$ cat src/design/tdps_pkg.sv
`timescale 1ns / 1ps
package tdps_pkg;

	localparam int DEF_MAX_INTERVALS = 16;
	localparam int DEF_MAX_SECTIONS  = 16;

	localparam int HOUR_MAX      = 23;
	localparam int MINUTE_MAX    = 59;
	localparam int SECOND_MAX    = 59;
	localparam int MIN_PER_HOUR  = 60;
	localparam int MIN_PER_DAY   = 24 * 60;
	localparam int SEC_PER_MIN   = 60;

	localparam int QUEUE_DEPTH = 2;

	localparam logic MODE_WRITE = 1'b0;
	localparam logic MODE_QUERY = 1'b1;

	// one stored day section: valid mark travels with the entry
	typedef struct packed {
		logic       valid;
		logic [4:0] hour;
		logic [5:0] minute;
		logic [7:0] plan;
		logic [7:0] kind;
	} sect_t;

	localparam int SECT_W = $bits(sect_t);

	// classified word handed from front to back
	typedef struct packed {
		logic        is_query;
		logic        iv_ok;
		logic [3:0]  interval_id;
		logic [3:0]  section_index;
		sect_t       sect;
		logic [10:0] now_min;
		logic [5:0]  now_sec;
	} item_t;

	function automatic logic [10:0] to_minutes(input logic [4:0] hour, input logic [5:0] minute);
		return 11'(hour) * 11'(MIN_PER_HOUR) + 11'(minute);
	endfunction

endpackage

$ cat src/design/tdps_queue.sv
`timescale 1ns / 1ps
module tdps_queue import tdps_pkg::*; (
	input  logic  clk,
	input  logic  arst_n,
	input  logic  push,
	input  item_t push_item,
	input  logic  pop,
	output logic  full,
	output logic  not_empty,
	output item_t head
);

	localparam int PW = (QUEUE_DEPTH > 1) ? $clog2(QUEUE_DEPTH) : 1;
	localparam int CW = $clog2(QUEUE_DEPTH + 1);

	item_t         slot_q [QUEUE_DEPTH];
	logic [PW-1:0] wr_ptr_q;
	logic [PW-1:0] rd_ptr_q;
	logic [CW-1:0] count_q;

	assign full      = (count_q == CW'(QUEUE_DEPTH));
	assign not_empty = (count_q != '0);
	assign head      = slot_q[rd_ptr_q];

	always_ff @(posedge clk) begin
		if (push) begin
			slot_q[wr_ptr_q] <= push_item;
		end
	end

	always_ff @(posedge clk or negedge arst_n) begin
		if (!arst_n) begin
			wr_ptr_q <= '0;
			rd_ptr_q <= '0;
			count_q  <= '0;
		end else begin
			if (push) begin
				wr_ptr_q <= (wr_ptr_q == PW'(QUEUE_DEPTH - 1)) ? '0 : wr_ptr_q + 1'b1;
			end
			if (pop) begin
				rd_ptr_q <= (rd_ptr_q == PW'(QUEUE_DEPTH - 1)) ? '0 : rd_ptr_q + 1'b1;
			end
			if (push && !pop) begin
				count_q <= count_q + 1'b1;
			end else if (pop && !push) begin
				count_q <= count_q - 1'b1;
			end
		end
	end

endmodule

$ cat config.mk
export PLATFORM = sky130hd
export DESIGN_NAME = tdps_queue
export DESIGN_NICKNAME = d
export VERILOG_FILES = /design/src/design/tdps_pkg.sv /design/src/design/tdps_queue.sv
export SDC_FILE = /design/constraint.sdc
export NUM_CORES = 1
export LEC_CHECK = 0
export BUFFER_PORTS_ARGS = -buffer_cell sky130_fd_sc_hd__buf_2
export CAP_MARGIN = 30
export CORE_AREA = 2 2 107 109
export CTS_CLUSTER_SIZE = 14
export DETAILED_ROUTE_END_ITERATION = 16
export DIE_AREA = 0 0 109 111
export PLACE_DENSITY = 0.71
export SLEW_MARGIN = 20
export SYNTH_ARGS = -nofsm -noshare
export SYNTH_HDL_FRONTEND = slang
export SYNTH_SLANG_ARGS = --single-unit
$ cat constraint.sdc
create_clock -name clk -period 4.25 [get_ports clk]
set_input_delay 0.425 -clock clk [delete_from_list [all_inputs] [get_ports clk]]
set_output_delay 0.425 -clock clk [all_outputs]
set_load 0.03 [all_outputs]
==> results.md <==
- GR met1 Demand/Resource: 0.1342
- Max transition margin: 0.3571
- Post-CTS Setup Bufs: 0
- Int Pwr: 3.078 mW
- Syn Inst Count: 187
- Min-delay src: push_item[31]
- Seq/Total Area, Yosys: 0.7873
- First-pass GRT wire length: 10.92 mm
- Maxcap violations: 0
- Fraction of the cycle the final worst path needs: 0.5915
- Post-cts gate resize count: 0
- CTS tree: done
- Sum of buffers and inverters on the critical path: 1
- Peak Freq: 397.8 MHz
- Layout area overhead: 31.35%
- Vias per inst: 4.399
- Sw Share: 0.3112
- Skew final: 4.276 ps
- Combinational power share: 0.289
- Initial antenna violation count: 0
- Pwr Density: 786.9 nW/um2
- Synth Area per Inst: 23.12 um2
- GRT Util Overall: 0.1242
- Layout Nets: 378
- GP Congestion: 0.6970
- Period minus WS final: 2514 ps
- Post-synthesis register bit count: 114
- CP required: 3830 ps
- Final count of pins violating max slew: 0
- CP delay by family, top: flip-flops
- Crit-path slowest cell: dfrtp_4
- HPWL Detailed: 4.610 mm
- CP startpoint kind: flop
- Netlist Area Pre-Place: 4323 um2
- Number of routed nets with antenna violations: 0
- # setup viols final: 0
- Input/output buffers: 115
- Clk sinks: 114
- Vias: 2085
- Vias in the first global route: 2245
- Min-Delay Path Depth: 1
- Worst hold endpoint: slot_q[0][31]
- Starting density of the core: 0.3903
- Peak supply drop: 0.0003980 V
- Psw: 1.391 mW
- H-tree levels: 4
- # DRC: 0
- # IOs: 116
- Clk root buf: clkbuf_16
- Std cell rows: 39
- Setup TNS: 0 ps
- Drt pass-1 iters: 4
- Count of hold buffers inserted by post-cts repair: 1
- Crit path from: rd_ptr_q
- Max clock buf depth: 2
- Die area: 12100 um2
- Die Ht: 111 um
- CTS Buf Count: 17
- Grt ovf: 0
- Yosys warnings: 0
- Fill count: 909
- Clk_lat worst skew: 390 ps
- Worst reg2reg startpoint: wr_ptr_q
- Post-Synthesis Net Count: 247
- Status: finished clean
- Crit path max fanout: 56
- RSZ-0062 raised after global routing: no
- Setup crit end kind: primary output
- GR Util met2: 0.2066
- P_leak: 2.290 nW
- Total wire length: 7.129 mm
- Busiest grt layer: met2
- Library cells used by synthesis: 14
- Least-Margin Pin Slew: 964.3 ps
- Layout cells sized above 1: 0.6193
- Seq pwr share: 0.378
- R2R setup slack: 2290 ps
- Clk slew on worst S/H paths: 50 ps
- CP arrival: 2090 ps
- Routed WL per cell: 15.04 um
- Clock power share: 0.333
- Largest net degree at the start of global routing: 57
- Antenna diode count: 0
- Critical Path Max Stage Delay: 1040 ps
- Final Util: 0.5126
- Crit Reg-Reg Endpoint: slot_q[0][3]
- Die X-Extent: 109 um
- Global Route met3 Usage: 0.05526
- Initial detailed-routing violation count: 53
- Crit-path cells: mux2_2 > buf_2
- Final Hold Fails: 0
- Critical path class: flop to primary output
- Min-delay worst type: input pin to flop
- Reg2Reg Depth: 2
- Core ar.: 11080 um2
==> worst max-delay path by stage <==
| stage | endpoint | slack (ps) | depth (start not counted) |
|---|---|---|---|
| after floorplan | slot_q[0][0] | 920 | 1 |
| after global placement | slot_q[0][37] | 2120 | 3 |
| after detailed placement | slot_q[0][0] | 2080 | 3 |
| after CTS | head[35] | 1700 | 2 |
| after global routing | head[54] | 1620 | 2 |
| final | head[54] | 1740 | 2 |
==> cell families (layout without fill, tap and decap cells) <==
group | Yosys count | count (layout) | share of synthesized area
muxes | 55 | 55 | 0.1780
adders and majority gates | 1 | 1 | 0.002894
buffers and inverters | 7 | 151 | 0.01505
and+or+nand+nor | 5 | 5 | 0.006658
xor gates and xnor gates | 5 | 5 | 0.01013
DFF | 114 | 114 | 0.7873
==> cells in the final DEF, fill, tap and decap left out <==
| cell type | netlist | final |
|---|---|---|
| ha_1 | 1 | 1 |
| clkinv_2 | 0 | 6 |
| xnor2_1 | 1 | 1 |
| bufinv_16 | 0 | 5 |
| buf_4 | 0 | 2 |
| clkbuf_1 | 0 | 3 |
| dfrtp_4 | 0 | 1 |
| mux2_4 | 40 | 40 |
| and2_2 | 0 | 1 |
| dlygate4sd3_1 | 0 | 1 |
| inv_1 | 1 | 1 |
| xor2_1 | 4 | 4 |
| clkinvlp_4 | 0 | 1 |
| edfxtp_1 | 110 | 110 |
| clkbuf_16 | 0 | 17 |
| nor2_1 | 1 | 1 |
| buf_2 | 1 | 115 |
| mux2_2 | 15 | 15 |
| or2_2 | 1 | 1 |
| nor2b_4 | 0 | 1 |
| nor2b_1 | 2 | 1 |
| dfrtp_1 | 4 | 3 |
==> layout make-up <==
cell class / instances / area [um2] / share of cell area
inverter: 1 / 3.754 / 0.0006611
timing repair buffer: 118 / 600.6 / 0.1058
tap: 143 / 178.9 / 0.03151
sequential: 114 / 3407 / 0.6000
clock buffer: 20 / 436.7 / 0.07691
clock inverter: 12 / 187.7 / 0.03305
multi-input combinational: 66 / 863.3 / 0.1520
==> state kept, by name (all words and copies together), names as in the netlist <==
name      count
count_q       2
rd_ptr_q      1
slot_q      110
wr_ptr_q      1
==> power by group through the flow <==
stage	combinational, mW	sequential, mW	clock, mW
floorplan	1.15	1.57	0
global placement	1.30	1.71	0
detailed placement	1.31	1.72	0
CTS	1.31	1.70	1.52
global route	1.37	1.72	1.58
finish	1.29	1.69	1.49
==> per-stage QoR <==
stage	std cells	cell area [um2]	power, mW	hold slack (ps)	setup WS (ps)
after global placement	441	5044	3.013	235.1	2123
after detailed placement	441	5044	3.032	243.9	2080
after global routing	474	5678	4.679	189.8	1624
final	474	5678	4.468	216.3	1736
after CTS	474	5678	4.541	196.3	1698
after floorplan	187	4323	2.723	129.4	920.5
==> cell usage after synthesis <==
master    count  area (um2)
and2_1        1       6.260
buf_2         1       5.000
buf_6         5       56.30
dfrtp_1       4       100.1
edfxtp_1    110        3303
ha_1          1       12.51
inv_1         1       3.750
mux2_2       15       168.9
mux2_4       40       600.6
nor2_1        1       3.750
nor2b_1       2       12.51
or2_2         1       6.260
xnor2_1       1       8.760
xor2_1        4       35.03
==> metal layers <==
layer  wire (um)  up-vias
met5           0        -
met4         109        0
met3         519       10
met2        3546       74
met1        2953     1005
li1            -      996
Note: power is estimated with default switching activity, not from simulation.
