[src/design/tdps_pkg.sv]
`timescale 1ns / 1ps
package tdps_pkg;

	localparam int DEF_MAX_INTERVALS = 16;
	localparam int DEF_MAX_SECTIONS  = 16;

	localparam int HOUR_MAX      = 23;
	localparam int MINUTE_MAX    = 59;
	localparam int SECOND_MAX    = 59;
	localparam int MIN_PER_HOUR  = 60;
	localparam int MIN_PER_DAY   = 24 * 60;
	localparam int SEC_PER_MIN   = 60;

	localparam int QUEUE_DEPTH = 2;

	localparam logic MODE_WRITE = 1'b0;
	localparam logic MODE_QUERY = 1'b1;

	// one stored day section: valid mark travels with the entry
	typedef struct packed {
		logic       valid;
		logic [4:0] hour;
		logic [5:0] minute;
		logic [7:0] plan;
		logic [7:0] kind;
	} sect_t;

	localparam int SECT_W = $bits(sect_t);

	// classified word handed from front to back
	typedef struct packed {
		logic        is_query;
		logic        iv_ok;
		logic [3:0]  interval_id;
		logic [3:0]  section_index;
		sect_t       sect;
		logic [10:0] now_min;
		logic [5:0]  now_sec;
	} item_t;

	function automatic logic [10:0] to_minutes(input logic [4:0] hour, input logic [5:0] minute);
		return 11'(hour) * 11'(MIN_PER_HOUR) + 11'(minute);
	endfunction

endpackage

[src/design/tdps_front.sv]
`timescale 1ns / 1ps
module tdps_front import tdps_pkg::*; #(
	parameter int MAX_INTERVALS = DEF_MAX_INTERVALS,
	parameter int MAX_SECTIONS  = DEF_MAX_SECTIONS
) (
	input  logic       start,
	output logic       busy,
	input  logic       mode,
	input  logic [3:0] interval_id,
	input  logic [3:0] section_index,
	input  logic       entry_valid,
	input  logic [4:0] start_hour,
	input  logic [5:0] start_minute,
	input  logic [7:0] plan_number,
	input  logic [7:0] plan_kind,
	input  logic [4:0] now_hour,
	input  logic [5:0] now_minute,
	input  logic [5:0] now_second,
	input  logic       clearing,
	input  logic       q_full,
	output logic       push,
	output item_t      push_item
);

	logic       iv_ok;
	logic       sx_ok;
	logic       keep;
	logic [4:0] sh;
	logic [5:0] sm;
	logic [4:0] nh;
	logic [5:0] nm;
	logic [5:0] ns;

	// saturate time fields
	assign sh = (start_hour > 5'(HOUR_MAX)) ? 5'(HOUR_MAX) : start_hour;
	assign sm = (start_minute > 6'(MINUTE_MAX)) ? 6'(MINUTE_MAX) : start_minute;
	assign nh = (now_hour > 5'(HOUR_MAX)) ? 5'(HOUR_MAX) : now_hour;
	assign nm = (now_minute > 6'(MINUTE_MAX)) ? 6'(MINUTE_MAX) : now_minute;
	assign ns = (now_second > 6'(SECOND_MAX)) ? 6'(SECOND_MAX) : now_second;

	assign iv_ok = 32'(interval_id) < MAX_INTERVALS;
	assign sx_ok = 32'(section_index) < MAX_SECTIONS;

	// drop out-of-range writes here; queries always go on to answer
	assign keep = (mode == MODE_QUERY) || (iv_ok && sx_ok);
	assign busy = q_full || clearing;
	assign push = start && !busy && keep;

	always_comb begin
		push_item.is_query      = (mode == MODE_QUERY);
		push_item.iv_ok         = iv_ok;
		push_item.interval_id   = interval_id;
		push_item.section_index = section_index;
		push_item.sect.valid    = entry_valid;
		push_item.sect.hour     = sh;
		push_item.sect.minute   = sm;
		push_item.sect.plan     = plan_number;
		push_item.sect.kind     = plan_kind;
		push_item.now_min       = to_minutes(nh, nm);
		push_item.now_sec       = ns;
	end

endmodule

[config.mk]
export PLATFORM = sky130hd
export DESIGN_NAME = tdps_front
export DESIGN_NICKNAME = d
export VERILOG_FILES = /design/src/design/tdps_pkg.sv /design/src/design/tdps_front.sv
export SDC_FILE = /design/constraint.sdc
export NUM_CORES = 1
export LEC_CHECK = 0
export BUFFER_PORTS_ARGS = -buffer_cell sky130_fd_sc_hd__clkbuf_2
export CAP_MARGIN = 10
export CORE_MARGIN = 8
export CORE_UTILIZATION = 30
export DETAILED_ROUTE_END_ITERATION = 8
export PLACE_DENSITY = 0.65
export SLEW_MARGIN = 20
export SYNTH_ARGS = -nofsm -noshare
export SYNTH_HDL_FRONTEND = slang
export SYNTH_SLANG_ARGS = --single-unit
[constraint.sdc]
create_clock -name vclk -period 5.9
set_clock_uncertainty 0.15 [all_clocks]
set_input_delay 0.59 -clock vclk [all_inputs]
set_output_delay 0.59 -clock vclk [all_outputs]
set_load 0.01 [all_outputs]
==> results of run 1 <==
-- final cells by class --
cell class / count / area [um2] / share of cell area
well taps: 48 / 60.1 / 0.0468
repair buffers: 61 / 305 / 0.238
inverters: 22 / 82.6 / 0.0644
multi-input cells: 96 / 835 / 0.651
-- metal layers --
| layer | wire (um) | GRT usage |
|---|---|---|
| met1 | 1130 | 0.0981 |
| met2 | 1220 | 0.143 |
| met3 | 179 | 0.0125 |
| met4 | 0 | 0.00370 |
| met5 | 0 | 0 |
-- power by group through the flow --
stage	Clock, mW	Sequential, mW	Combinational (mW)
2_1_floorplan	0	0	0.233
3_3_place_gp	0	0	0.307
3_5_place_dp	0	0	0.310
4_1_cts	0	0	0.311
5_1_grt	0	0	0.346
6_report	0	0	0.305
-- critical path, stage by stage --
cell	delay (ns)
clkbuf_2	0.14
a21oi_1	0.24
inv_1	0.12
fa_1	0.51
fa_1	0.52
inv_1	0.06
fa_1	0.47
inv_1	0.04
ha_1	0.33
nand2_1	0.06
o21ai_0	0.17
nand2_1	0.11
nor4b_1	0.33
xor2_1	0.17
clkbuf_2	0.15
-- worst min path at each step --
| stage | start | to | depth (start not counted) |
|---|---|---|---|
| floorplan | start_hour[4] | push_item[42] | 1 |
| global placement | plan_kind[0] | push_item[17] | 0 |
| detailed placement | plan_kind[0] | push_item[17] | 0 |
| CTS | plan_kind[0] | push_item[17] | 0 |
| global route | plan_kind[5] | push_item[22] | 0 |
| finish | plan_kind[5] | push_item[22] | 0 |
-- layout by cell type, fill, tap and decap left out, drive strengths merged --
master / n
nand3: 3
nor3b: 1
nor2: 7
mux2i: 1
nand2b: 13
xnor2: 6
a31oi: 3
nand4: 3
o21ba: 1
o21bai: 1
nor2b: 3
xor2: 3
nor4b: 3
o2bb2ai: 1
inv: 22
nand2: 4
or2: 2
ha: 17
clkbuf: 61
and2b: 1
a211oi: 1
o21ai: 4
or3b: 2
o31ai: 1
or4b: 1
conb: 1
fa: 6
o311a: 1
a21oi: 4
a21o: 1
nand3b: 1
-- per-stage QoR --
stage / cells / hold slack, ns / util / worst slack (ns) / power, mW
after floorplan: 156 / 1.08 / - / 1.55 / 0.233
after global placement: 227 / 1.03 / 0.348 / 1.06 / 0.307
after detailed placement: 227 / 1.03 / 0.348 / 1.08 / 0.310
after CTS: 227 / 1.03 / 0.348 / 1.08 / 0.311
after global routing: 227 / 1.03 / 0.348 / 0.839 / 0.346
final: 227 / 1.03 / 0.348 / 1.14 / 0.305
-- cells by family after synthesis --
group | after synthesis | synth area share
AO/OA/AOI/OAI | 18 | 0.106
multiplexers | 1 | 0.00862
XOR/XNOR | 9 | 0.0679
buffers and inverters | 60 | 0.281
adder cells (fa/ha/maj) | 23 | 0.287
other | 1 | 0.00323
AND/OR/NAND/NOR | 44 | 0.247
==> parameters.txt, run 1 <==
Parameter                              Value

Synth
  Leading area contributor after synthesis ... ha_1
  Synthesis Warnings ... 0
  Unique cell type count in the Yosys netlist ... 36
  Most repeated cell in the gate-level netlist after synthesis ... buf_4
  Mean area per synthesized cell ... 7.44 um2
  Cells after synthesis ... 156
  Syn Nets ... 236
  Synth top cells by count ... buf_4 (27), inv_1 (22), ha_1 (17), nand2b_1 (13), clkbuf_1 (11)
  Sequential element share of the synthesized area ... 0
  Top cells by area in the synthesized netlist ... ha_1 (18%), buf_4 (17%), fa_1 (10%)
  Share of the synthesized area in the top cell type ... 0.183
  Cell area after synthesis ... 1160 um2

Final layout
  ANT cells ... 0
  Sequential cells ... 0
  Area growth, synth to finish ... 10.5%
  Number of inserted filler cells in the final layout ... 414
  Clock buffer cells ... 0
  Nets ... 261
  Post-Layout Inst Area ... 1280 um2
  Footprint of the flip-flops and latches ... 0 um2
  Share of post-route cells with drive strength above 1 ... 0.391

GRT
  Global routing usage summed across all routing layers ... 0.0783
  Wire length of the first global-routing pass ... 4390 um
  Total gr overflow ... 0
  Vias in the first global route ... 1016
  Pin count of the biggest net entering global routing ... 8
  Initial antenna violation count ... 0

Power and ir drop
  Share of power burned in registers ... 0
  Cell area power density ... 238 nW/um2
  Worst vdd rail ir drop ... 0.0000710 V
  Share of total power in combinational logic ... 1.000
  Internal power contribution ... 0.141 mW
  P_sw ... 0.165 mW
  Fraction of power spent switching nets ... 0.540
  Static leakage power ... 0.729 nW
  Clk network pwr share ... 0

Detailed routing
  Vias after detailed routing ... 996
  Final WL ... 2520 um
  Avg WL per Cell ... 11.1 um
  First-pass detailed-route iteration total ... 4
  Antenna Nets Post-Route ... 0
  Residual DRC count ... 0
  Count of routing violations after the opening detailed-route iteration ... 17
  Via-to-Cell Ratio ... 4.39

Floorplanning
  Area of the core ... 3690 um2
  Initial cell density of the core ... 0.315
  DIE HEIGHT ... 78.2 um
  Area enclosed by the die boundary ... 6120 um2
  I/O Pins ... 114
  Row cnt ... 22
  Die X-Extent ... 78.2 um

Setup path
  Capture point of the worst path ... push_item[15]
  Nature of the critical path startpoint ... primary input
  Arr. time, crit path ... 4.02 ns
  Kind of capture point of the worst setup path ... output pin
  Critical path origin ... now_hour[4]
  Category of the most critical setup path ... primary input to output pin
  Top fanout value on the critical path ... 7
  Required @ worst endpoint ... 5.16 ns

STA
  Min Clock Period, post-route ... 4.76 ns
  RSZ-0062 raised after global routing ... no
  Part of the cycle the worst path needs ... 0.806
  Maximum clock frequency ... 0.210 GHz
  Hold violation total from the final report ... 0
  Total negative slack for setup checks ... 0 ns
  Count of pins over their slew limit ... 0
  Final setup violation count ... 0

Outcome
  Result of the run ... finished clean

Placed design
  Buffers added on ports ... 61
  Post-DP Area ... 1280 um2
  Last weighted congestion value of the routability-driven placer ... 0.731
  Placed wire-length estimate after detailed placement ... 2380 um

Min path
  Min-Delay Path Class ... primary input to output pin

Clock network
  Setup bufs post-CTS ... 0
  Count of instances resized after the clock tree is built ... 0
  Cts-stage hold buffer count ... 0

Job
  Max-Cap Viols ... 0
Power figures use the tool's default switching activity.
==> run 2, diff against run 1 <==
Settings changed: PLACE_DENSITY 0.65 to 0.67.
Clock period 5.9 ns to 4 ns, I/O delays scaled along.
==> run 2 against run 1 <==
The flow now finishes with violations (negative setup slack). Critical path depth is 1 higher. Global-route usage rose by 0.51 points. Hold slack got worse by 0.38 ns. Via count grew 7.3%. Combinational power increased by 110%. Final cell count grew 9.7%.
==> parameters.txt, run 2 (synthesis results as in run 1) <==
Parameter                              Value

Floorplanning
  Row cnt ... 22 (unchanged)
  Area enclosed by the die boundary ... 6120 um2 (unchanged)
  I/O Pins ... 114 (unchanged)
  Die X-Extent ... 78.2 um (unchanged)
  Area of the core ... 3690 um2 (unchanged)
  DIE HEIGHT ... 78.2 um (unchanged)
  Initial cell density of the core ... 0.315 (unchanged)

GRT
  Wire length of the first global-routing pass ... 4630 um (+5.5%)
  Global routing usage summed across all routing layers ... 0.0835 (+0.00512)
  Initial antenna violation count ... 0 (unchanged)
  Pin count of the biggest net entering global routing ... 8 (unchanged)
  Total gr overflow ... 0 (unchanged)
  Vias in the first global route ... 1086 (+6.9%)

Detailed routing
  Vias after detailed routing ... 1069 (+7.3%)
  Count of routing violations after the opening detailed-route iteration ... 19 (+2)
  Avg WL per Cell ... 10.6 um (-4.5%)
  Residual DRC count ... 0 (unchanged)
  First-pass detailed-route iteration total ... 4 (unchanged)
  Final WL ... 2640 um (+4.7%)
  Via-to-Cell Ratio ... 4.29 (-2.2%)
  Antenna Nets Post-Route ... 0 (unchanged)

Placed design
  Placed wire-length estimate after detailed placement ... 2400 um (+0.74%)
  Last weighted congestion value of the routability-driven placer ... 0.765 (+4.6%)
  Buffers added on ports ... 61 (unchanged)
  Placed Instances ... 244 (+7.5%)

Setup path
  Nature of the critical path startpoint ... primary input
  CP max stage cell ... fa_1
  Cell-by-cell listing of the critical path ... buf_8 -> buf_6 -> nand2_4 -> nand2b_4 -> buf_4 -> inv_1 -> fa_1 -> fa_1 -> inv_1 -> ha_4 -> nor2b_4 -> o311a_1 -> or4b_4 -> nand3_2 -> xnor2_1 -> buf_2
  Capture point of the worst path ... push_item[16]
  Combined buffer and inverter count along the critical path ... 6 (+1)
  Top fanout value on the critical path ... 3 (-4)
  Arr. time, crit path ... 3.47 ns (-0.55 ns)
  Max incr delay on CP ... 0.51 ns (about the same)
  Category of the most critical setup path ... primary input to output pin
  Stages on worst setup path ... 16 (+1)
  Critical path origin ... now_hour[3]
  Kind of capture point of the worst setup path ... output pin
  Family with the most delay on the worst path ... adder cells
  Required @ worst endpoint ... 3.45 ns (-1.71 ns)

Final layout
  Leading cell type in the layout, fill and taps excluded ... clkbuf_2
  Final cell count without fillers ... 249 (+9.7%)
  Clock buffer cells ... 0 (unchanged)
  Footprint of the flip-flops and latches ... 0 um2 (unchanged)
  Highest-count cells in the layout ignoring fill and taps ... clkbuf_2 (55), inv_1 (19), buf_4 (18)
  Area growth, synth to finish ... 37.5%
  ANT cells ... 0 (unchanged)
  Nets ... 283 (+8.4%)
  Sequential cells ... 0 (unchanged)
  Share of post-route cells with drive strength above 1 ... 0.527 (+0.136)
  Number of inserted filler cells in the final layout ... 391 (-5.6%)

Power and ir drop
  Worst vdd rail ir drop ... 0.000132 V (+85%)
  Static leakage power ... 0.884 nW (+21%)
  Cell area power density ... 400 nW/um2 (+68%)

STA
  Final worst setup slack ... -0.0249 ns (-1.17 ns)
  RSZ-0062 raised after global routing ... yes
  Maximum clock frequency ... 0.248 GHz
  Total negative slack for setup checks ... -0.0499 ns (-0.0499 ns)
  Hold violation total from the final report ... 0 (unchanged)
  Count of pins over their slew limit ... 0 (unchanged)
  Final setup violation count ... 3 (+3)
  Min Clock Period, post-route ... 4.02 ns
  Part of the cycle the worst path needs ... 1.01

Outcome
  Result of the run ... finished with violations
  Violated checks ... negative setup slack

Min path
  Min-Delay Path Class ... primary input to output pin

Job
  Max-Cap Viols ... 0 (unchanged)
## run 2: changes by cell type in the layout (fill, tap and decap cells not counted), moves of 3 or more
cell / before / now
inv_2: 0 / 3
inv_1: 22 / 19
clkbuf_2: 61 / 55
buf_2: 0 / 4
buf_6: 0 / 4
buf_4: 0 / 18
## run 2: worst min-delay path by stage
stage                     slack [ns]           from             to  cells past startpoint
after floorplan                 0.70  start_hour[4]  push_item[42]                      1
after global placement          0.65   plan_kind[2]  push_item[19]                      0
after detailed placement        0.65   plan_kind[2]  push_item[19]                      0
after CTS                       0.65   plan_kind[2]  push_item[19]                      0
after global routing            0.65   plan_kind[6]  push_item[23]                      0
final                           0.65   plan_kind[4]  push_item[21]                      0
## run 2: report_power, final
group,internal (mW),leakage (nW),switching (mW),total (mW)
Sequential,0,0,0,0
Combinational,0.340,0.884,0.298,0.638
Clock,0,0,0,0
Total,0.340,0.884,0.298,0.638
## run 2: final cells by class
| cell class | instances | area (um2) | area share |
|---|---|---|---|
| Tap cell | 48 | 60.1 | 0.0376 |
| Multi-Input combinational cell | 96 | 950 | 0.595 |
| Inverter | 22 | 82.6 | 0.0517 |
| Timing Repair Buffer | 83 | 504 | 0.316 |
## run 2: what timing repair did
action,CTS,global route
gates cloned,0,0
hold endpoints to repair,0,0
setup endpoints to repair,4,5
pin swaps,13,7
buffers inserted,4,2
resized for setup,18,14
hold buffers,0,0
## run 2: routing by layer
layer / track usage / share of wire
met1: 0.0986 / 0.41
met2: 0.157 / 0.53
met3: 0.0148 / 0.065
met4: 0.00741 / 0
met5: 0 / 0
## run 2: stage by stage
step                cell area [um2]  worst slack [ns]  hold WS (ns)  utilization  power, mW
CTS                            1530            -0.159         0.650        0.416      0.587
floorplan                      1160            0.0302         0.696            -      0.344
detailed placement             1410            -0.324         0.650        0.382      0.523
global route                   1600            -0.197         0.650        0.433      0.711
global placement               1410            -0.231         0.650        0.382      0.516
finish                         1600           -0.0249         0.650        0.433      0.638
