$ cat config.mk
export PLATFORM = sky130hd
export DESIGN_NAME = tdps_back
export DESIGN_NICKNAME = d
export VERILOG_FILES = /design/src/design/tdps_pkg.sv /design/src/design/tdps_back.sv
export SDC_FILE = /design/constraint.sdc
export NUM_CORES = 1
export LEC_CHECK = 0
export CAP_MARGIN = 10
export CELL_PAD_IN_SITES_DETAIL_PLACEMENT = 0
export CELL_PAD_IN_SITES_GLOBAL_PLACEMENT = 1
export CORE_UTILIZATION = 50
export DETAILED_ROUTE_END_ITERATION = 6
export DONT_BUFFER_PORTS = 1
export PLACE_DENSITY = 0.79
export SLEW_MARGIN = 40
export SYNTH_ARGS = -nofsm -noshare
export SYNTH_HDL_FRONTEND = slang
export SYNTH_SLANG_ARGS = --single-unit
$ cat constraint.sdc
create_clock -name clk -period 10.72 [get_ports clk]
set_input_delay 0 -clock clk [delete_from_list [all_inputs] [get_ports clk]]
set_output_delay 0 -clock clk [all_outputs]
set_load 0.02 [all_outputs]
$ cat src/design/tdps_pkg.sv
`timescale 1ns / 1ps
package tdps_pkg;

	localparam int DEF_MAX_INTERVALS = 16;
	localparam int DEF_MAX_SECTIONS  = 16;

	localparam int HOUR_MAX      = 23;
	localparam int MINUTE_MAX    = 59;
	localparam int SECOND_MAX    = 59;
	localparam int MIN_PER_HOUR  = 60;
	localparam int MIN_PER_DAY   = 24 * 60;
	localparam int SEC_PER_MIN   = 60;

	localparam int QUEUE_DEPTH = 2;

	localparam logic MODE_WRITE = 1'b0;
	localparam logic MODE_QUERY = 1'b1;

	// one stored day section: valid mark travels with the entry
	typedef struct packed {
		logic       valid;
		logic [4:0] hour;
		logic [5:0] minute;
		logic [7:0] plan;
		logic [7:0] kind;
	} sect_t;

	localparam int SECT_W = $bits(sect_t);

	// classified word handed from front to back
	typedef struct packed {
		logic        is_query;
		logic        iv_ok;
		logic [3:0]  interval_id;
		logic [3:0]  section_index;
		sect_t       sect;
		logic [10:0] now_min;
		logic [5:0]  now_sec;
	} item_t;

	function automatic logic [10:0] to_minutes(input logic [4:0] hour, input logic [5:0] minute);
		return 11'(hour) * 11'(MIN_PER_HOUR) + 11'(minute);
	endfunction

endpackage

$ cat src/design/tdps_back.sv
`timescale 1ns / 1ps
module tdps_back import tdps_pkg::*; #(
	parameter int MAX_INTERVALS = DEF_MAX_INTERVALS,
	parameter int MAX_SECTIONS  = DEF_MAX_SECTIONS
) (
	input  logic         clk,
	input  logic         arst_n,
	input  logic         q_valid,
	input  item_t        q_item,
	output logic         q_pop,
	output logic         clearing,
	output logic         ram_we,
	output logic [((MAX_INTERVALS * MAX_SECTIONS > 1) ?
		$clog2(MAX_INTERVALS * MAX_SECTIONS) : 1)-1:0] ram_waddr,
	output sect_t        ram_wdata,
	output logic         ram_re,
	output logic [((MAX_INTERVALS * MAX_SECTIONS > 1) ?
		$clog2(MAX_INTERVALS * MAX_SECTIONS) : 1)-1:0] ram_raddr,
	input  sect_t        ram_rdata,
	output logic         done,
	output logic         found,
	output logic [7:0]   chosen_plan,
	output logic [7:0]   chosen_kind,
	output logic [16:0]  seconds_left
);

	localparam int DEPTH = MAX_INTERVALS * MAX_SECTIONS;
	localparam int AW    = (DEPTH > 1) ? $clog2(DEPTH) : 1;
	localparam int CW    = $clog2(MAX_SECTIONS + 1);

	typedef enum logic [2:0] {
		ST_CLEAR = 3'b001,
		ST_IDLE  = 3'b010,
		ST_SCAN  = 3'b100
	} state_t;

	state_t        state_q;
	logic [AW-1:0] clr_cnt_q;
	logic [CW-1:0] cnt_q;
	logic          pend_s1;
	logic [AW-1:0] base_q;
	logic [10:0]   now_q;
	logic [5:0]    ns_q;

	logic          past_found_q;
	logic [10:0]   past_gap_q;
	logic [7:0]    past_plan_q;
	logic [7:0]    past_kind_q;
	logic          next_found_q;
	logic [10:0]   next_gap_q;
	logic          late_found_q;
	logic [10:0]   late_start_q;
	logic [7:0]    late_plan_q;
	logic [7:0]    late_kind_q;

	logic          done_q;
	logic          found_q;
	logic [7:0]    plan_q;
	logic [7:0]    kind_q;
	logic [16:0]   secs_q;

	logic          take;
	logic          take_wr;
	logic          take_bad;
	logic          issue;
	logic          fin;
	logic [10:0]   st;
	logic          is_past;
	logic [10:0]   pgap;
	logic [10:0]   ngap;
	logic [10:0]   end_gap;
	logic [16:0]   secs_calc;
	logic          use_late;

	assign take     = (state_q == ST_IDLE) && q_valid;
	assign take_wr  = take && !q_item.is_query;
	assign take_bad = take && q_item.is_query && !q_item.iv_ok;
	assign issue    = (state_q == ST_SCAN) && (cnt_q < CW'(MAX_SECTIONS));
	assign fin      = (state_q == ST_SCAN) && !issue && !pend_s1;

	assign q_pop    = take;
	assign clearing = (state_q == ST_CLEAR);

	assign ram_we    = clearing || take_wr;
	assign ram_waddr = clearing ? clr_cnt_q
		: AW'(32'(q_item.interval_id) * MAX_SECTIONS + 32'(q_item.section_index));
	assign ram_wdata = clearing ? '0 : q_item.sect;
	assign ram_re    = issue;
	assign ram_raddr = base_q + AW'(cnt_q);

	// compare the entry read back last cycle against the running best
	assign st      = to_minutes(ram_rdata.hour, ram_rdata.minute);
	assign is_past = (now_q >= st);
	assign pgap    = now_q - st;
	assign ngap    = st - now_q;

	assign use_late  = !past_found_q || !next_found_q;
	assign end_gap   = next_found_q ? next_gap_q : 11'(MIN_PER_DAY) - now_q;
	assign secs_calc = 17'(end_gap) * 17'(SEC_PER_MIN) - 17'(ns_q);

	always_ff @(posedge clk) begin
		if (take) begin
			base_q <= AW'(32'(q_item.interval_id) * MAX_SECTIONS);
			now_q  <= q_item.now_min;
			ns_q   <= q_item.now_sec;
		end
		if (take) begin
			past_found_q <= 1'b0;
			past_gap_q   <= 11'(MIN_PER_DAY);
			next_found_q <= 1'b0;
			next_gap_q   <= 11'(MIN_PER_DAY);
			late_found_q <= 1'b0;
			late_start_q <= '0;
		end else if (pend_s1 && ram_rdata.valid) begin
			if (is_past) begin
				if (pgap <= past_gap_q) begin
					past_found_q <= 1'b1;
					past_gap_q   <= pgap;
					past_plan_q  <= ram_rdata.plan;
					past_kind_q  <= ram_rdata.kind;
				end
			end else if (ngap <= next_gap_q) begin
				next_found_q <= 1'b1;
				next_gap_q   <= ngap;
			end
			if (st >= late_start_q) begin
				late_found_q <= 1'b1;
				late_start_q <= st;
				late_plan_q  <= ram_rdata.plan;
				late_kind_q  <= ram_rdata.kind;
			end
		end
		if (take_bad) begin
			found_q <= 1'b0;
			plan_q  <= '0;
			kind_q  <= '0;
			secs_q  <= '0;
		end else if (fin) begin
			found_q <= late_found_q;
			plan_q  <= !late_found_q ? 8'd0 : (use_late ? late_plan_q : past_plan_q);
			kind_q  <= !late_found_q ? 8'd0 : (use_late ? late_kind_q : past_kind_q);
			secs_q  <= late_found_q ? secs_calc : 17'd0;
		end
	end

	always_ff @(posedge clk or negedge arst_n) begin
		if (!arst_n) begin
			state_q   <= ST_CLEAR;
			clr_cnt_q <= '0;
			cnt_q     <= '0;
			pend_s1   <= 1'b0;
			done_q    <= 1'b0;
		end else begin
			done_q  <= take_bad || fin;
			pend_s1 <= issue;
			case (state_q)
				ST_CLEAR: begin
					clr_cnt_q <= clr_cnt_q + 1'b1;
					if (clr_cnt_q == AW'(DEPTH - 1)) begin
						state_q <= ST_IDLE;
					end
				end
				ST_IDLE: begin
					if (take && q_item.is_query && q_item.iv_ok) begin
						cnt_q   <= '0;
						state_q <= ST_SCAN;
					end
				end
				ST_SCAN: begin
					if (issue) begin
						cnt_q <= cnt_q + 1'b1;
					end
					if (fin) begin
						state_q <= ST_IDLE;
					end
				end
				default: begin
					state_q <= ST_IDLE;
				end
			endcase
		end
	end

	assign done         = done_q;
	assign found        = found_q;
	assign chosen_plan  = plan_q;
	assign chosen_kind  = kind_q;
	assign seconds_left = secs_q;

endmodule

==> results of run 1 <==
cell usage in the layout (no fill, tap or decap), types with 5 or more instances in the layout:
master and n:
mux2i_1 17, a211oi_1 9, xor2_1 16, nor3b_1 5
clkbuf_16 17, edfxtp_1 53, a211oi_2 7, o21ai_0 56
xnor2_1 47, o21ai_1 12, inv_1 116, nand4_1 17
o21bai_1 6, mux2_2 11, dlygate4sd3_1 45, and2_1 32
nand3_1 28, a31oi_1 6, fa_1 29, dfrtp_1 17
nor2b_1 15, nor3_1 14, and3_1 7, o21a_1 10
nand2_1 75, o31ai_1 19, ha_1 96, inv_8 5
a21o_1 16, buf_4 5, dfxtp_1 69, a21oi_1 37
nor2_1 44, o211ai_1 15
kinds of logic after synthesis:
kind of cell | count (synthesis) | synth area share
and+or+nand+nor | 267 | 0.142
AOI/OAI and AO/OA | 227 | 0.162
buffers and inverters | 156 | 0.0650
DFF | 141 | 0.357
adders and majority gates | 125 | 0.185
xor gates and xnor gates | 64 | 0.0597
muxes | 28 | 0.0304
through the flow:
step / setup slack (ns) / std cells
floorplan: 4.55 / 1008
CTS: 5.14 / 1311
global route: 4.80 / 1314
global placement: 4.60 / 1234
detailed placement: 4.71 / 1234
finish: 5.13 / 1314
worst min-delay path, stage by stage:
cell and delay (ns):
ha_1 0.24, nand3_1 0.10, o31ai_1 0.07
flip-flops by register name (all words and copies together), names as in the netlist, 3 cells and up:
register	cells
next_gap_q	11
late_start_q	11
now_q	11
past_plan_q	8
cnt_q	5
chosen_kind	8
past_gap_q	11
ns_q	6
late_plan_q	8
clr_cnt_q	8
state_q	3
chosen_plan	8
late_kind_q	8
seconds_left	17
base_q	4
past_kind_q	8
layout make-up:
class,instances,share of cell area
Timing Repair Buffer,51,0.0452
Multi-Input combinational cell,711,0.514
Clock inverter,15,0.0156
Antenna cell,2,0.000458
Sequential cell,141,0.316
Inverter,117,0.0402
Tap cell,260,0.0298
Clock buffer,17,0.0390
report_power, final:
group / internal, mW / switching [mW] / total, mW
Combinational: 0.549 / 0.780 / 1.33
Clock: 0.313 / 0.272 / 0.585
Sequential: 0.567 / 0.00915 / 0.576
Total: 1.43 / 1.06 / 2.49
routing by layer:
metal	global-route usage	share of wire	vias to the layer above	routed length [um]
li1	-	-	3581	-
met1	0.273	0.45	3428	9460
met2	0.382	0.49	183	10500
met3	0.0428	0.039	28	821
met4	0.0761	0.021	0	450
met5	0	0	-	0
final timing paths:
kind | end | slack (ns) | depth (start not counted)
hold reg to reg | late_start_q[0]$_SDFFE_PP0P_ | 0.46 | 2
min in group asynchronous | clr_cnt_q[6]$_DFFE_PN0P_ | 0.07 | 2
setup / recovery | past_gap_q[0]$_SDFFE_PP0P_ | 5.13 | 24
max in group asynchronous | state_q[0]$_DFFE_PN1P_ | 10.33 | 2
setup reg to reg | seconds_left[16]$_SDFFE_PP0P_ | 5.38 | 18
hold / removal | late_start_q[2]$_SDFFE_PP0P_ | 0.02 | 3
==> summary.md, run 1 <==
| Metric | Value |
|---|---|
| Worst-Skew Late Latency | 0.43 ns |
| Yosys warns | 0 |
| Placed cell areas | 9860 sq um |
| Final Hold Fails | 0 |
| Fill count | 1640 |
| Worst setup EP type | register |
| CTS Sinks | 141 |
| Final Hold Slack | 0.0169 ns |
| Worst path bufs/invs | 2 |
| Nets | 1250 |
| CP arrival | 5.93 ns |
| Crit path launch | ram_rdata[22] |
| Yosys cell types | 76 |
| Relative slew slack | 0.479 |
| PortBufs | 0 |
| 1st-iter DRT viols | 270 |
| Final setup vio count | 0 |
| Initial Utilization | 0.513 |
| Num CTS Buffers | 17 |
| Residual DRC | 0 |
| Synth top area share | 0.165 |
| Post-DR wirelength/cell | 16.1 um |
| Final Max Tran Viols | 0 |
| H-tree lvl count | 4 |
| Number of synthesized flops with an enable pin | 53 |
| CTS Buffer Depth | 2 |
| Max Fclk | 179 MHz |
| Multi-input gate area | 5610 sq um |
| Delay-heaviest family, CP | adder cells |
| Die extent in y | 141 um |
| Number of synthesized register bits | 141 |
| Final Cycle Share | 0.521 |
| Ratio of cells with drive above 1 in the final layout | 0.0789 |
| Synth-to-Final Area Change | 13.1% |
| Min-delay src | ram_rdata[22] |
| Max FO, Critical Path | 23 |
| Worst vdd ir | 0.138 mV |
| RSZ-0062 raised after global routing | no |
| Mean Syn Cell Area | 9.58 sq um |
| Main flop type after synthesis | dfxtp_1 |
| Vias in the first global route | 6883 |
| Via density | 5.49 |
| Type of the most critical hold path | primary input to register |
| Vias | 7220 |
| Pre-antenna DRT Iters | 4 |
| Pin count of the biggest net entering global routing | 51 |
| Gate Count Post-Synth | 1008 |
| Core ar. | 18800 sq um |
| Clock transition at path regs | 0.07 ns |
| Status | finished clean |
| Top cells by area, synth | edfxtp_1 (16%), dfxtp_1 (15%), ha_1 (12%) |
| CP max-delay cell | a31oi_4 |
| CTS resizes | 0 |
| First-pass GRT wire length | 34200 um |
| Cts hold-fix bufs | 45 |
| Clock Skews | 0.0114 ns |
| Drt total wl | 21200 um |
| TritonCTS clock tree | yes |
| Die width | 141 um |
| Seq/Total Area, Yosys | 0.357 |
| Minimum clock period | 5.59 ns |
| Seq. cell area | 3450 sq um |
| Ys async rst share | 0.128 |
| Worst Path Required | 11.07 ns |
| Postcts setup bufs | 0 |
| Boundary pin count | 169 |
| Core Rows | 50 |
| CTS root buffer | clkbuf_16 |
| Synthesized cell area | 9660 sq um |
| Total grt overflow | 0 |
| Tot Pwr | 2.49 mW |
| Cells along the critical path | fa_1 > fa_1 > inv_1 > fa_1 > inv_1 > ha_1 > o21ai_1 > a2111oi_4 > xor3_2 > ha_1 > nand2_1 > nor3_1 > nor4b_1 > o211ai_1 > o2111ai_1 > ha_1 > nand4_1 > nor2_1 > nand4_1 > o21ai_0 > a32oi_1 > a31oi_4 > nor2_1 > a211oi_1 |
| Mapped Nets | 1219 |
| Post-DP HPWL | 16100 um |
| Top cells by count, synth | inv_1 (117), ha_1 (96), nand2_1 (77), dfxtp_1 (70), o21ai_0 (57) |
| Worst reg2reg startpoint | now_q[4]$_DFFE_PP_ |
| Fin area | 10900 sq um |
| Antenna violations before repair | 2 |
| Overall routing resource usage | 0.220 |
| WS Path Type | primary input to register |
| TNS Setup | 0 ns |
| Leak Pwr | 4.60 nW |
| GPL Wtd Cong | 0.842 |
| Most common cell in the netlist | inv_1 |
| ANT nets after route | 0 |
| Pwr per Cell Area | 228 nW/um^2 |
| Nature of the critical path startpoint | primary input |
| Tightest Pin Transition | 0.779 ns |
| CP max stage delay | 0.55 ns |
| Die area | 19900 sq um |
| Largest area contributor in the netlist | edfxtp_1 |
| Util after Layout | 0.580 |
| MaxCap Viol Count | 0 |
No activity file was read; power rests on OpenSTA's default activity.
==> run 2, diff against run 1 <==
--- a/config.mk
+++ b/config.mk
@@ -8,10 +8,10 @@
 export CAP_MARGIN = 10
 export CELL_PAD_IN_SITES_DETAIL_PLACEMENT = 0
 export CELL_PAD_IN_SITES_GLOBAL_PLACEMENT = 1
-export CORE_UTILIZATION = 50
+export CORE_UTILIZATION = 45
 export DETAILED_ROUTE_END_ITERATION = 6
 export DONT_BUFFER_PORTS = 1
-export PLACE_DENSITY = 0.79
+export PLACE_DENSITY = 0.75
 export SLEW_MARGIN = 40
 export SYNTH_ARGS = -nofsm -noshare
 export SYNTH_HDL_FRONTEND = slang
==> constraint.sdc (replaced) <==
create_clock -name clk -period 4.75 [get_ports clk]
set_input_delay 0 -clock clk [delete_from_list [all_inputs] [get_ports clk]]
set_output_delay 0 -clock clk [all_outputs]
set_load 0.02 [all_outputs]
==> run 2 against run 1 <==
The run now ends with negative setup slack left. Critical path depth is 1 higher. First-iteration DRC count grew 30%. Count of clock-buffer cells in the layout did not move. Sequential share of layout area decreased by 4.1 points. Clock skew is essentially flat. Register-to-register slack got worse by 5.2 ns. Power rose to 2.9 times the previous value. Die area up 11%. Routed wire length up 12%. Cell area grew 15%. Flip-flop and latch count unchanged. Hold slack better by 0.013 ns.
==> summary.md, run 2 (synthesis gave the netlist of run 1 again) <==
| Metric | Value |
|---|---|
| Nets | 1407 (was 1250) |
| Die area | 22000 sq um (was 19900 sq um) |
| CP arrival | 5.29 ns (was 5.93 ns) |
| CTS root buffer | clkbuf_16 (unchanged) |
| PortBufs | 0 (unchanged) |
| Relative slew slack | 0.477 (was 0.479) |
| Hold Path Depth | 4 (was 3) |
| Clock Skews | 0.0115 ns (was 0.0114 ns) |
| Total grt overflow | 0 (unchanged) |
| Setup WS pre-CTS | -0.800 ns (was 4.71 ns) |
| Pre-antenna DRT Iters | 4 (unchanged) |
| ANT nets after route | 0 (unchanged) |
| Vias in the first global route | 7807 (was 6883) |
| Combinational share of power | 0.630 (was 0.534) |
| Worst vdd ir | 0.280 mV (was 0.138 mV) |
| Die width | 148 um (was 141 um) |
| Most common cell after layout, fill and taps aside | buf_4 (was inv_1) |
| Seq. cell area | 3440 sq um (was 3450 sq um) |
| GPL Wtd Cong | 0.895 (was 0.842) |
| Core Rows | 53 (was 50) |
| TritonCTS clock tree | yes (unchanged) |
| Residual DRC | 0 (unchanged) |
| RSZ-0062 raised after global routing | yes (was no) |
| Cell-internal power | 4.34 mW (was 1.43 mW) |
| Number of flip-flops in the largest register | 17 (unchanged) |
| Most frequent cells in the layout | buf_4 (152), inv_1 (112), ha_1 (87) (was inv_1 (116), ha_1 (96), nand2_1 (75)) |
| MaxCap Viol Count | 0 (unchanged) |
| Pwr per Cell Area | 570 nW/um^2 (was 228 nW/um^2) |
| Type of the most critical hold path | primary input to register (unchanged) |
| Final Hold Fails | 0 (unchanged) |
| CTS Buffer Depth | 2 (unchanged) |
| CTS Sinks | 141 (unchanged) |
| Boundary pin count | 169 (unchanged) |
| 1st-iter DRT viols | 352 (was 270) |
| P_sw | 2.81 mW (was 1.06 mW) |
| Post-DR wirelength/cell | 16.0 um (was 16.1 um) |
| Setup ws final | -0.208 ns (was 5.13 ns) |
| Multi-input gate area | 5980 sq um (was 5610 sq um) |
| First-pass GRT wire length | 38100 um (was 34200 um) |
| Failing checks | negative setup slack |
| H-tree lvl count | 4 (unchanged) |
| Tightest Pin Transition | 0.782 ns (was 0.779 ns) |
| Initial Utilization | 0.459 (was 0.513) |
| Seq pwr share | 0.182 (was 0.231) |
| Final Max Tran Viols | 0 (unchanged) |
| Switching share of total power | 0.393 (was 0.426) |
| TNS Setup | -6.40 ns (was 0 ns) |
| Drt total wl | 23700 um (was 21200 um) |
| Num CTS Buffers | 17 (unchanged) |
| Fill count | 1797 (was 1640) |
| Final setup vio count | 39 (was 0) |
| Status | finished with violations (was finished clean) |
| Synth-to-Final Area Change | 29.9% (was 13.1%) |
| Overall routing resource usage | 0.218 (was 0.220) |
| Die extent in y | 148 um (was 141 um) |
| Worst Path Required | 5.08 ns (was 11.07 ns) |
| WS Path Type | primary input to register (unchanged) |
| Post-DP HPWL | 17700 um (was 16100 um) |
| Minimum clock period | 4.96 ns |
| Final Hold Slack | 0.0296 ns (was 0.0169 ns) |
| R2R cell count | 18 (unchanged) |
| Final Cycle Share | 1.04 |
| Vias | 7853 (was 7220) |
| Clock network fraction of design power | 0.188 (was 0.235) |
| Ratio of cells with drive above 1 in the final layout | 0.249 (was 0.0789) |
| Core ar. | 21000 sq um (was 18800 sq um) |
| Max Fclk | 202 MHz |
| Max FO, Critical Path | 5 (was 23) |
| Antenna violations before repair | 1 (was 2) |
| Nature of the critical path startpoint | primary input (unchanged) |
| Worst-Skew Late Latency | 0.43 ns (about the same) |
| Pin count of the biggest net entering global routing | 41 (was 51) |
| Via density | 5.29 (was 5.49) |
| Worst setup EP type | register (unchanged) |
| Clock transition at path regs | 0.06 ns (was 0.07 ns) |
| Leak Pwr | 5.50 nW (was 4.60 nW) |
## run 2: cell types whose count changed in the layout (fill, tap and decap cells not counted), moves of 7 or more
cell     delta
buf_4     +147
ha_1        -9
buf_6       +8
o21ai_0     -7
## run 2: power groups by stage
| stage | logic [mW] | clock network [mW] | registers [mW] |
|---|---|---|---|
| floorplan | 2.47 | 0 | 1.32 |
| global placement | 3.94 | 0 | 1.32 |
| detailed placement | 3.98 | 0 | 1.33 |
| CTS | 4.21 | 1.37 | 1.30 |
| global route | 4.97 | 1.42 | 1.30 |
| finish | 4.50 | 1.34 | 1.30 |
## run 2: area by class of cell
class / instances / area share
tap: 275 / 0.0274
antenna: 1 / 0.000199
clock buffer: 17 / 0.0339
clock inverter: 15 / 0.0136
inverter: 117 / 0.0350
sequential: 141 / 0.275
multi-input combinational: 711 / 0.477
timing repair buffer: 208 / 0.138
## run 2: worst max-delay path: stages
cell and delay [ns]:
fa_1 0.50, fa_1 0.54, inv_2 0.04, fa_1 0.49, inv_2 0.05, ha_4 0.27, o21ai_4 0.06, a2111oi_4 0.31
xor3_2 0.37, ha_4 0.32, nand2_4 0.05, nor3_4 0.21, nor4bb_1 0.08, o2bb2ai_1 0.19, o2111ai_2 0.20, ha_1 0.38
nand4_1 0.09, nor2_1 0.11, nand4_1 0.10, o21ai_1 0.11, a32oi_2 0.16, a31oi_4 0.30, buf_6 0.17, nand3_2 0.08
o31ai_2 0.08
## run 2: timing repair
action | 4_1_cts | 5_1_grt
endpoints found under the setup margin | 41 | 47
hold endpoints to repair | 82 | 18
buffers inserted | 7 | 15
hold buffers | 44 | 1
pin swaps | 18 | 42
cloned | 1 | 1
gates resized for setup | 26 | 53
## run 2: final timing paths
| check | startpoint | end | slack, ns |
|---|---|---|---|
| worst max register to register | now_q[0]$_DFFE_PP_ | seconds_left[16]$_SDFFE_PP0P_ | 0.16 |
| worst min register to register | late_start_q[0]$_SDFFE_PP0P_ | late_start_q[0]$_SDFFE_PP0P_ | 0.47 |
| worst min-delay path | ram_rdata[17] | past_gap_q[1]$_SDFFE_PP0P_ | 0.03 |
| max in group asynchronous | arst_n | state_q[0]$_DFFE_PN1P_ | 4.37 |
| min in group asynchronous | arst_n | cnt_q[2]$_DFFE_PN0P_ | 0.04 |
| worst max-delay path | ram_rdata[22] | past_gap_q[4]$_SDFFE_PP0P_ | -0.21 |
## run 2: per-layer routing
layer | wire length (um) | vias to the layer above | global-route usage | part of all wire
met5 | 0 | - | 0 | 0
met4 | 347 | 0 | 0.0577 | 0.015
met3 | 986 | 26 | 0.0497 | 0.042
met2 | 11900 | 179 | 0.379 | 0.50
met1 | 10500 | 3752 | 0.271 | 0.44
li1 | - | 3896 | - | -
## run 2: per-stage QoR
stage | area (sq um) | util | instances | total power [mW]
2_1_floorplan | 9750 | - | 1008 | 3.79
3_3_place_gp | 11000 | 0.522 | 1383 | 5.27
3_5_place_dp | 11000 | 0.523 | 1383 | 5.30
4_1_cts | 12200 | 0.580 | 1467 | 6.87
5_1_grt | 12500 | 0.597 | 1485 | 7.69
6_report | 12500 | 0.597 | 1485 | 7.15
